$ cat src/rtl/lpart_pkg.sv
// Shared constants and types for the linear partition min-max load block.
package lpart_pkg;

    localparam int MAX_BOOKS = 64;
    localparam int PAGE_BITS = 24;
    localparam int LOAD_W    = 30;
    localparam int RUN_W     = LOAD_W + 1;
    localparam int ADDR_W    = $clog2(MAX_BOOKS);
    localparam int CNT_W     = $clog2(MAX_BOOKS + 1);
    localparam int SCRIBE_W  = 7;
    localparam int IN_DATA_W  = 24;
    localparam int OUT_DATA_W = 56;
    localparam int OUT_USER_W = 2;

    typedef enum logic [3:0] {
        ST_LOAD,
        ST_INIT,
        ST_MID,
        ST_SCAN,
        ST_UPDATE,
        ST_PART,
        ST_EMIT_RD,
        ST_EMIT_LD
    } state_t;

endpackage

$ cat src/rtl/linear_partition_min_max_load.sv
// Top level of the linear partition min-max load block.
//
// Jobs stream in one per cycle and are stored, up to MAX_BOOKS of them; extra jobs are
// dropped and flagged on every result of the run. The job that carries tlast starts the
// solve, and the input stays not ready until all results have been handed to the output
// register. The solve binary-searches the bound between the largest job and the total:
// in each round one shared add and compare walks the job memory one entry per cycle
// over the n stored jobs, and there are up to about 30 rounds (log2 of total minus
// largest job). Group boundaries are then placed from the right, and the results go
// out in load order, each read from memory and then loaded into the output register,
// which holds while m_tready is low. num_scribes of zero acts as one; the user must write
// the register only while the block is idle; the block itself does not enforce this.
module linear_partition_min_max_load (
    input  logic                            clk,
    input  logic                            rst_n,
    // configuration: num_scribes
    input  logic                            cfg_we,
    input  logic [lpart_pkg::SCRIBE_W-1:0]  cfg_wdata,
    // input requests
    input  logic                            s_tvalid,
    output logic                            s_tready,
    input  logic [lpart_pkg::IN_DATA_W-1:0] s_tdata,  // [23:0] page_count
    input  logic                            s_tlast,  // last_book
    // result requests
    output logic                            m_tvalid,
    input  logic                            m_tready,
    output logic [lpart_pkg::OUT_DATA_W-1:0] m_tdata, // [23:0] book_pages, [53:24] best_load,
                                                      // [55:54] zero
    output logic [lpart_pkg::OUT_USER_W-1:0] m_tuser, // [0] group_end, [1] overflowed
    output logic                            m_tlast   // last_result
);

    localparam int MAXB = lpart_pkg::MAX_BOOKS;
    localparam int PW   = lpart_pkg::PAGE_BITS;
    localparam int LW   = lpart_pkg::LOAD_W;
    localparam int RW   = lpart_pkg::RUN_W;
    localparam int AW   = lpart_pkg::ADDR_W;
    localparam int CW   = lpart_pkg::CNT_W;
    localparam int SW   = lpart_pkg::SCRIBE_W;

    // control registers
    lpart_pkg::state_t state_reg, state_next;
    logic [SW-1:0] num_scribes_reg, num_scribes_next;
    logic [CW-1:0] count_reg, count_next;
    logic [LW-1:0] total_reg, total_next;
    logic [PW-1:0] largest_reg, largest_next;
    logic          drop_reg, drop_next;
    logic [LW-1:0] low_reg, low_next;
    logic [LW-1:0] high_reg, high_next;
    logic [SW-1:0] k_reg, k_next;
    logic [CW-1:0] idx_reg, idx_next;
    logic          pend_reg, pend_next;
    logic [CW-1:0] groups_reg, groups_next;
    logic [SW-1:0] slashes_reg, slashes_next;
    logic          out_valid_reg, out_valid_next;

    // datapath registers
    logic [LW-1:0] mid_reg, mid_next;
    logic [RW-1:0] run_reg, run_next;
    logic [AW-1:0] pend_idx_reg, pend_idx_next;
    logic [PW-1:0] out_pages_reg, out_pages_next;
    logic [LW-1:0] out_load_reg, out_load_next;
    logic          out_end_reg, out_end_next;
    logic          out_ovf_reg, out_ovf_next;
    logic          out_last_reg, out_last_next;

    // memories
    logic [PW-1:0] job_mem [MAXB];
    logic          mark_mem [MAXB];
    logic [PW-1:0] job_rd_reg;
    logic          mark_rd_reg;
    logic          job_we;
    logic          mark_we;
    logic          mark_wdata;
    logic [AW-1:0] mark_addr;
    logic          rd_en;
    logic [AW-1:0] rd_addr;

    // shared unit
    logic [RW-1:0] run_sum;
    logic [RW-1:0] bound;
    logic          over;
    logic [LW-1:0] half_span;
    logic [PW-1:0] page_in;
    logic          emit_last;
    logic          mark_bit;

    assign page_in   = s_tdata[PW-1:0];
    assign run_sum   = run_reg + RW'(job_rd_reg);
    assign bound     = (state_reg == lpart_pkg::ST_SCAN) ? RW'(mid_reg) : RW'(low_reg);
    assign over      = run_sum > bound;
    assign half_span = (high_reg - low_reg) >> 1;
    assign emit_last = (idx_reg + CW'(1)) == count_reg;
    assign mark_bit  = ((CW'(pend_idx_reg) + CW'(1)) < count_reg) && (slashes_reg != '0)
                       && (over || (slashes_reg > SW'(pend_idx_reg)));

    // drive ports
    assign s_tready = (state_reg == lpart_pkg::ST_LOAD);
    assign m_tvalid = out_valid_reg;
    assign m_tdata  = {{(lpart_pkg::OUT_DATA_W - LW - PW){1'b0}}, out_load_reg, out_pages_reg};
    assign m_tuser  = {out_ovf_reg, out_end_reg};
    assign m_tlast  = out_last_reg;

    // sequence the load, search, partition and emit phases
    always_comb
    begin
        state_next       = state_reg;
        num_scribes_next = cfg_we ? cfg_wdata : num_scribes_reg;
        count_next       = count_reg;
        total_next       = total_reg;
        largest_next     = largest_reg;
        drop_next        = drop_reg;
        low_next         = low_reg;
        high_next        = high_reg;
        k_next           = k_reg;
        idx_next         = idx_reg;
        pend_next        = pend_reg;
        groups_next      = groups_reg;
        slashes_next     = slashes_reg;
        out_valid_next   = out_valid_reg && !m_tready;
        mid_next         = mid_reg;
        run_next         = run_reg;
        pend_idx_next    = pend_idx_reg;
        out_pages_next   = out_pages_reg;
        out_load_next    = out_load_reg;
        out_end_next     = out_end_reg;
        out_ovf_next     = out_ovf_reg;
        out_last_next    = out_last_reg;
        job_we           = 1'b0;
        mark_we          = 1'b0;
        mark_wdata       = 1'b0;
        mark_addr        = pend_idx_reg;
        rd_en            = 1'b0;
        rd_addr          = idx_reg[AW-1:0];

        case (state_reg)
            lpart_pkg::ST_LOAD:
            begin
                if (s_tvalid)
                begin
                    // store the job, or drop it when the store is full
                    if (count_reg < CW'(MAXB))
                    begin
                        job_we     = 1'b1;
                        count_next = count_reg + CW'(1);
                        total_next = total_reg + LW'(page_in);
                        if (page_in > largest_reg)
                            largest_next = page_in;
                    end
                    else
                        drop_next = 1'b1;
                    if (s_tlast)
                        state_next = lpart_pkg::ST_INIT;
                end
            end
            lpart_pkg::ST_INIT:
            begin
                low_next   = LW'(largest_reg);
                high_next  = total_reg;
                k_next     = (num_scribes_reg == '0) ? SW'(1) : num_scribes_reg;
                state_next = lpart_pkg::ST_MID;
            end
            lpart_pkg::ST_MID:
            begin
                pend_next = 1'b0;
                run_next  = '0;
                if (low_reg < high_reg)
                begin
                    // start a greedy round at the midpoint bound
                    mid_next    = low_reg + half_span;
                    idx_next    = '0;
                    groups_next = CW'(1);
                    state_next  = lpart_pkg::ST_SCAN;
                end
                else
                begin
                    // bound settled: place boundaries from the right
                    idx_next     = count_reg;
                    slashes_next = k_reg - SW'(1);
                    state_next   = lpart_pkg::ST_PART;
                end
            end
            lpart_pkg::ST_SCAN:
            begin
                pend_next = 1'b0;
                if (idx_reg < count_reg)
                begin
                    rd_en     = 1'b1;
                    idx_next  = idx_reg + CW'(1);
                    pend_next = 1'b1;
                end
                if (pend_reg)
                begin
                    if (over)
                    begin
                        groups_next = groups_reg + CW'(1);
                        run_next    = RW'(job_rd_reg);
                    end
                    else
                        run_next = run_sum;
                end
                if ((idx_reg == count_reg) && !pend_reg)
                    state_next = lpart_pkg::ST_UPDATE;
            end
            lpart_pkg::ST_UPDATE:
            begin
                // narrow the search range
                if (groups_reg <= CW'(k_reg))
                    high_next = mid_reg;
                else
                    low_next = mid_reg + LW'(1);
                state_next = lpart_pkg::ST_MID;
            end
            lpart_pkg::ST_PART:
            begin
                pend_next = 1'b0;
                if (idx_reg != '0)
                begin
                    rd_en         = 1'b1;
                    rd_addr       = AW'(idx_reg - CW'(1));
                    idx_next      = idx_reg - CW'(1);
                    pend_next     = 1'b1;
                    pend_idx_next = AW'(idx_reg - CW'(1));
                end
                if (pend_reg)
                begin
                    mark_we    = 1'b1;
                    mark_wdata = mark_bit;
                    if (mark_bit)
                    begin
                        slashes_next = slashes_reg - SW'(1);
                        run_next     = RW'(job_rd_reg);
                    end
                    else
                        run_next = run_sum;
                end
                if ((idx_reg == '0) && !pend_reg)
                    state_next = lpart_pkg::ST_EMIT_RD;
            end
            lpart_pkg::ST_EMIT_RD:
            begin
                rd_en      = 1'b1;
                state_next = lpart_pkg::ST_EMIT_LD;
            end
            lpart_pkg::ST_EMIT_LD:
            begin
                // hold until the output register is free
                if (!out_valid_reg || m_tready)
                begin
                    out_valid_next = 1'b1;
                    out_pages_next = job_rd_reg;
                    out_load_next  = low_reg;
                    out_end_next   = mark_rd_reg && !emit_last;
                    out_ovf_next   = drop_reg;
                    out_last_next  = emit_last;
                    idx_next       = idx_reg + CW'(1);
                    if (emit_last)
                    begin
                        count_next   = '0;
                        total_next   = '0;
                        largest_next = '0;
                        low_next     = '0;
                        high_next    = '0;
                        drop_next    = 1'b0;
                        state_next   = lpart_pkg::ST_LOAD;
                    end
                    else
                        state_next = lpart_pkg::ST_EMIT_RD;
                end
            end
            default:
                state_next = lpart_pkg::ST_LOAD;
        endcase
    end

    // control state
    always_ff @(posedge clk or negedge rst_n)
    begin
        if (!rst_n)
        begin
            state_reg       <= lpart_pkg::ST_LOAD;
            num_scribes_reg <= SW'(1);
            count_reg       <= '0;
            total_reg       <= '0;
            largest_reg     <= '0;
            drop_reg        <= 1'b0;
            low_reg         <= '0;
            high_reg        <= '0;
            k_reg           <= SW'(1);
            idx_reg         <= '0;
            pend_reg        <= 1'b0;
            groups_reg      <= '0;
            slashes_reg     <= '0;
            out_valid_reg   <= 1'b0;
        end
        else
        begin
            state_reg       <= state_next;
            num_scribes_reg <= num_scribes_next;
            count_reg       <= count_next;
            total_reg       <= total_next;
            largest_reg     <= largest_next;
            drop_reg        <= drop_next;
            low_reg         <= low_next;
            high_reg        <= high_next;
            k_reg           <= k_next;
            idx_reg         <= idx_next;
            pend_reg        <= pend_next;
            groups_reg      <= groups_next;
            slashes_reg     <= slashes_next;
            out_valid_reg   <= out_valid_next;
        end
    end

    // datapath registers
    always_ff @(posedge clk)
    begin
        mid_reg       <= mid_next;
        run_reg       <= run_next;
        pend_idx_reg  <= pend_idx_next;
        out_pages_reg <= out_pages_next;
        out_load_reg  <= out_load_next;
        out_end_reg   <= out_end_next;
        out_ovf_reg   <= out_ovf_next;
        out_last_reg  <= out_last_next;
    end

    // job memory: write on load, registered read
    always_ff @(posedge clk)
    begin
        if (job_we)
            job_mem[count_reg[AW-1:0]] <= page_in;
        if (rd_en)
            job_rd_reg <= job_mem[rd_addr];
    end

    // boundary mark memory: write during partition, registered read
    always_ff @(posedge clk)
    begin
        if (mark_we)
            mark_mem[mark_addr] <= mark_wdata;
        if (rd_en)
            mark_rd_reg <= mark_mem[rd_addr];
    end

endmodule
$ cat config.mk
export PLATFORM = sky130hd
export DESIGN_NAME = linear_partition_min_max_load
export DESIGN_NICKNAME = d
export VERILOG_FILES = /design/src/rtl/lpart_pkg.sv /design/src/rtl/linear_partition_min_max_load.sv
export SDC_FILE = /design/constraint.sdc
export NUM_CORES = 2
export LEC_CHECK = 0
export ABC_AREA = 1
export BUFFER_PORTS_ARGS = -buffer_cell sky130_fd_sc_hd__buf_2
export CORE_ASPECT_RATIO = 2
export CORE_MARGIN = 2
export CORE_UTILIZATION = 40
export DETAILED_ROUTE_END_ITERATION = 16
export HOLD_SLACK_MARGIN = 0.1
export SLEW_MARGIN = 30
export SYNTH_ARGS = -nofsm -noshare
export SYNTH_HDL_FRONTEND = slang
export SYNTH_SLANG_ARGS = --single-unit
$ cat constraint.sdc
create_clock -name clk -period 7.2 [get_ports clk]
set_input_delay 0.36 -clock clk [delete_from_list [all_inputs] [get_ports clk]]
set_output_delay 0.36 -clock clk [all_outputs]
set_load 0.02 [all_outputs]
==> out/metrics.cfg <==
[floorplanning]
die_w_um = 333
die_area_mm2 = 0.220
num_rows = 241
initial_core_util = 0.402
die_y_um = 661
ios = 98
core_mm2 = 0.215

[logic_synthesis]
synth_flop_cell = edfxtp_1
synth_commonest_cells = edfxtp_1, o21ai_0, nand2_1, inv_1, nor2_1
synth_seq_cells = 1911
ys.warnings.count = 0
synth.area.top_cells = edfxtp_1, o21ai_0, o211ai_1
synth_cell_types = 63
syn-cell-area_mm2 = 0.0863
synth.most_common_cell = edfxtp_1
synthCells = 7551
ys_seq_area_frac = 0.655
yosysTopAreaCellShare = 0.608
syn_area_per_cell_um2 = 11.4
yosysTopAreaCell = edfxtp_1
async_flop_share = 0.0848
synth-edff-count = 1749

[drt]
ant_nets = 0
wl_um = 272000
avgRoutedWirePerCell_um = 25.8
routed_via_density = 5.72
drc_errors = 0
drt_iter0_drc = 5203
vias = 60359
firstDrtPassIters = 6

[worst_setup_path]
crit_family = compound AO/OA/AOI/OAI gates
path_max_fanout = 64
crit_chain = ha_1, a21oi_1, nand2_1, a21boi_0, o21ai_0, a21oi_1, o21ai_0, a21oi_1, xor2_1, inv_1, ha_1, nand2_1, o21ai_0, nand2_1, a21oi_1, nor2_1, o211ai_1, inv_1, nand2_1, nand2_2, nand2_2, nand2_4, nor2_2, buf_4
crit_slowest_cell = buf_4
worstPathRequired_ns = 7.70
critical_path_class = reg2reg
critical_path_buf_inv_count = 3
cp_slowest_stage_delay_ns = 0.48
cp-start-kind = flop
cp_data_arrival_time_ns = 6.28
critical_path.endpoint_type = flop

[power]
ir_worst_vdd_uv = 555
powerDensity_mw_per_mm2 = 490
p_leak_nw = 34.5

[timing]
setup_ws_ns = 1.42
setup_violations = 0
max_slew_margin = 0.255
fin_crit_sh = 0.803
hold_viol_final = 0
tightest_slew_ns = 1.11
layout_min_cycle_time_ns = 5.78
max_freq_mhz = 173
fin_tns_setup_ns = 0
clock_skew_ns = 0.0757
slew_viol_final = 0
grt_setup_unrepaired = no

[global_routing]
grt_pass1_vias = 59947
grt_overflow_total = 0
grt_max_degree = 187
antenna_found_initial = 12
track_usage = 0.243
grt_first_pass_wirelength_um = 395000

[flow_run]
maxCapViolCount = 0

[hold_path]
hold_path.class = in2async

[placement]
dpl.hpwl_um = 174000
post-place-ws_ns = 1.51
place_congestion = 1.01
port_buffers = 95

[clock_network]
cts_setup_buffers = 0
cts-hold-fix-buffers = 29
cts_num_sinks = 1911
clkLatencyLatePin_ns = 0.85
cts_resized = 0
cts_max_level = 4
max-clock-path-buffers = 4
cts_buffers = 172
tritoncts = yes
path_clk_slew_ns = 0.07
cts-root-buf = clkbuf_16

[final_layout]
area_growth_pct = 11.3
largest_reg_flops = 1536
finalNetCount = 7852
n_fill_cell = 19591
layout-drive-gt1-share = 0.0850

[outcome]
outcome = finished, final reports clean

metrics by stage:
stage          total power, mW  instance area [um2]   util  hold WS, ns  instances
2_1_floorplan             29.7                86300      -       0.0644       7552
3_3_place_gp              37.5                90300  0.420        0.416      10207
3_5_place_dp              37.9                90300  0.420        0.418      10207
4_1_cts                   47.1                96000  0.447        0.105      10542
5_1_grt                   50.0                96100  0.447        0.136      10545
6_report                  47.1                96100  0.447        0.147      10547
final timing paths:
| check | start | endpoint | slack, ns | cells past startpoint |
|---|---|---|---|---|
| hold reg to reg | largest_reg[2] | largest_reg[2] | 0.47 | 2 |
| setup / recovery | job_rd_reg[2] | mark_mem[34] | 1.42 | 24 |
| max in group asynchronous | rst_n | low_reg[25] | 5.65 | 3 |
| min in group clk | s_tdata[1] | job_mem[9][1] | 0.15 | 2 |
| setup reg to reg | job_rd_reg[2] | mark_mem[34] | 1.42 | 24 |
| hold / removal | rst_n | low_reg[2] | 0.15 | 2 |
placed cells by master, fill, tap and decap left out, types with 160 or more instances in the layout:
cell	count
edfxtp_1	1749
o21ai_0	932
nand2_1	805
inv_1	716
nor2_1	622
o211ai_1	612
nand3_1	498
a21oi_1	205
ha_1	194
clkbuf_16	174
buf_4	162
dfrtp_1	160
area by class of cell:
cell class / instances / area, um2 / share of cell area
Antenna cell: 4 / 10.0 / 0.000104
Tap cell: 2794 / 3500 / 0.0364
Clock buffer: 211 / 4540 / 0.0473
Timing Repair Buffer: 310 / 2470 / 0.0257
Inverter: 730 / 2770 / 0.0288
Clock inverter: 95 / 936 / 0.00974
Sequential cell: 1911 / 56600 / 0.589
Multi-Input combinational cell: 4492 / 25300 / 0.263
metal layers:
metal  up-vias  share of wire  global-route usage
li1      27358              -                   -
met3       667          0.057              0.0292
met5         -        0.00031                   0
met1     30052           0.35               0.259
met2      2270           0.51               0.437
met4        12          0.086               0.184
cell families after synthesis:
family                     Yosys count  share of synthesized area
and+or+nand+nor                   2152                      0.106
AOI/OAI and AO/OA                 1985                      0.138
DFF                               1911                      0.655
buffers and inverters             1149                     0.0551
adders and majority gates          198                     0.0290
xor gates and xnor gates           124                     0.0126
muxes                               31                    0.00404
other                                1                  0.0000434
power breakdown:
| group | switching [mW] | leakage (nW) | internal, mW |
|---|---|---|---|
| logic | 16.7 | 13.9 | 7.01 |
| clock network | 4.14 | 2.68 | 5.14 |
| registers | 0.697 | 17.9 | 13.4 |
| total | 21.6 | 34.5 | 25.5 |
Note: power is estimated with default switching activity, not from simulation.
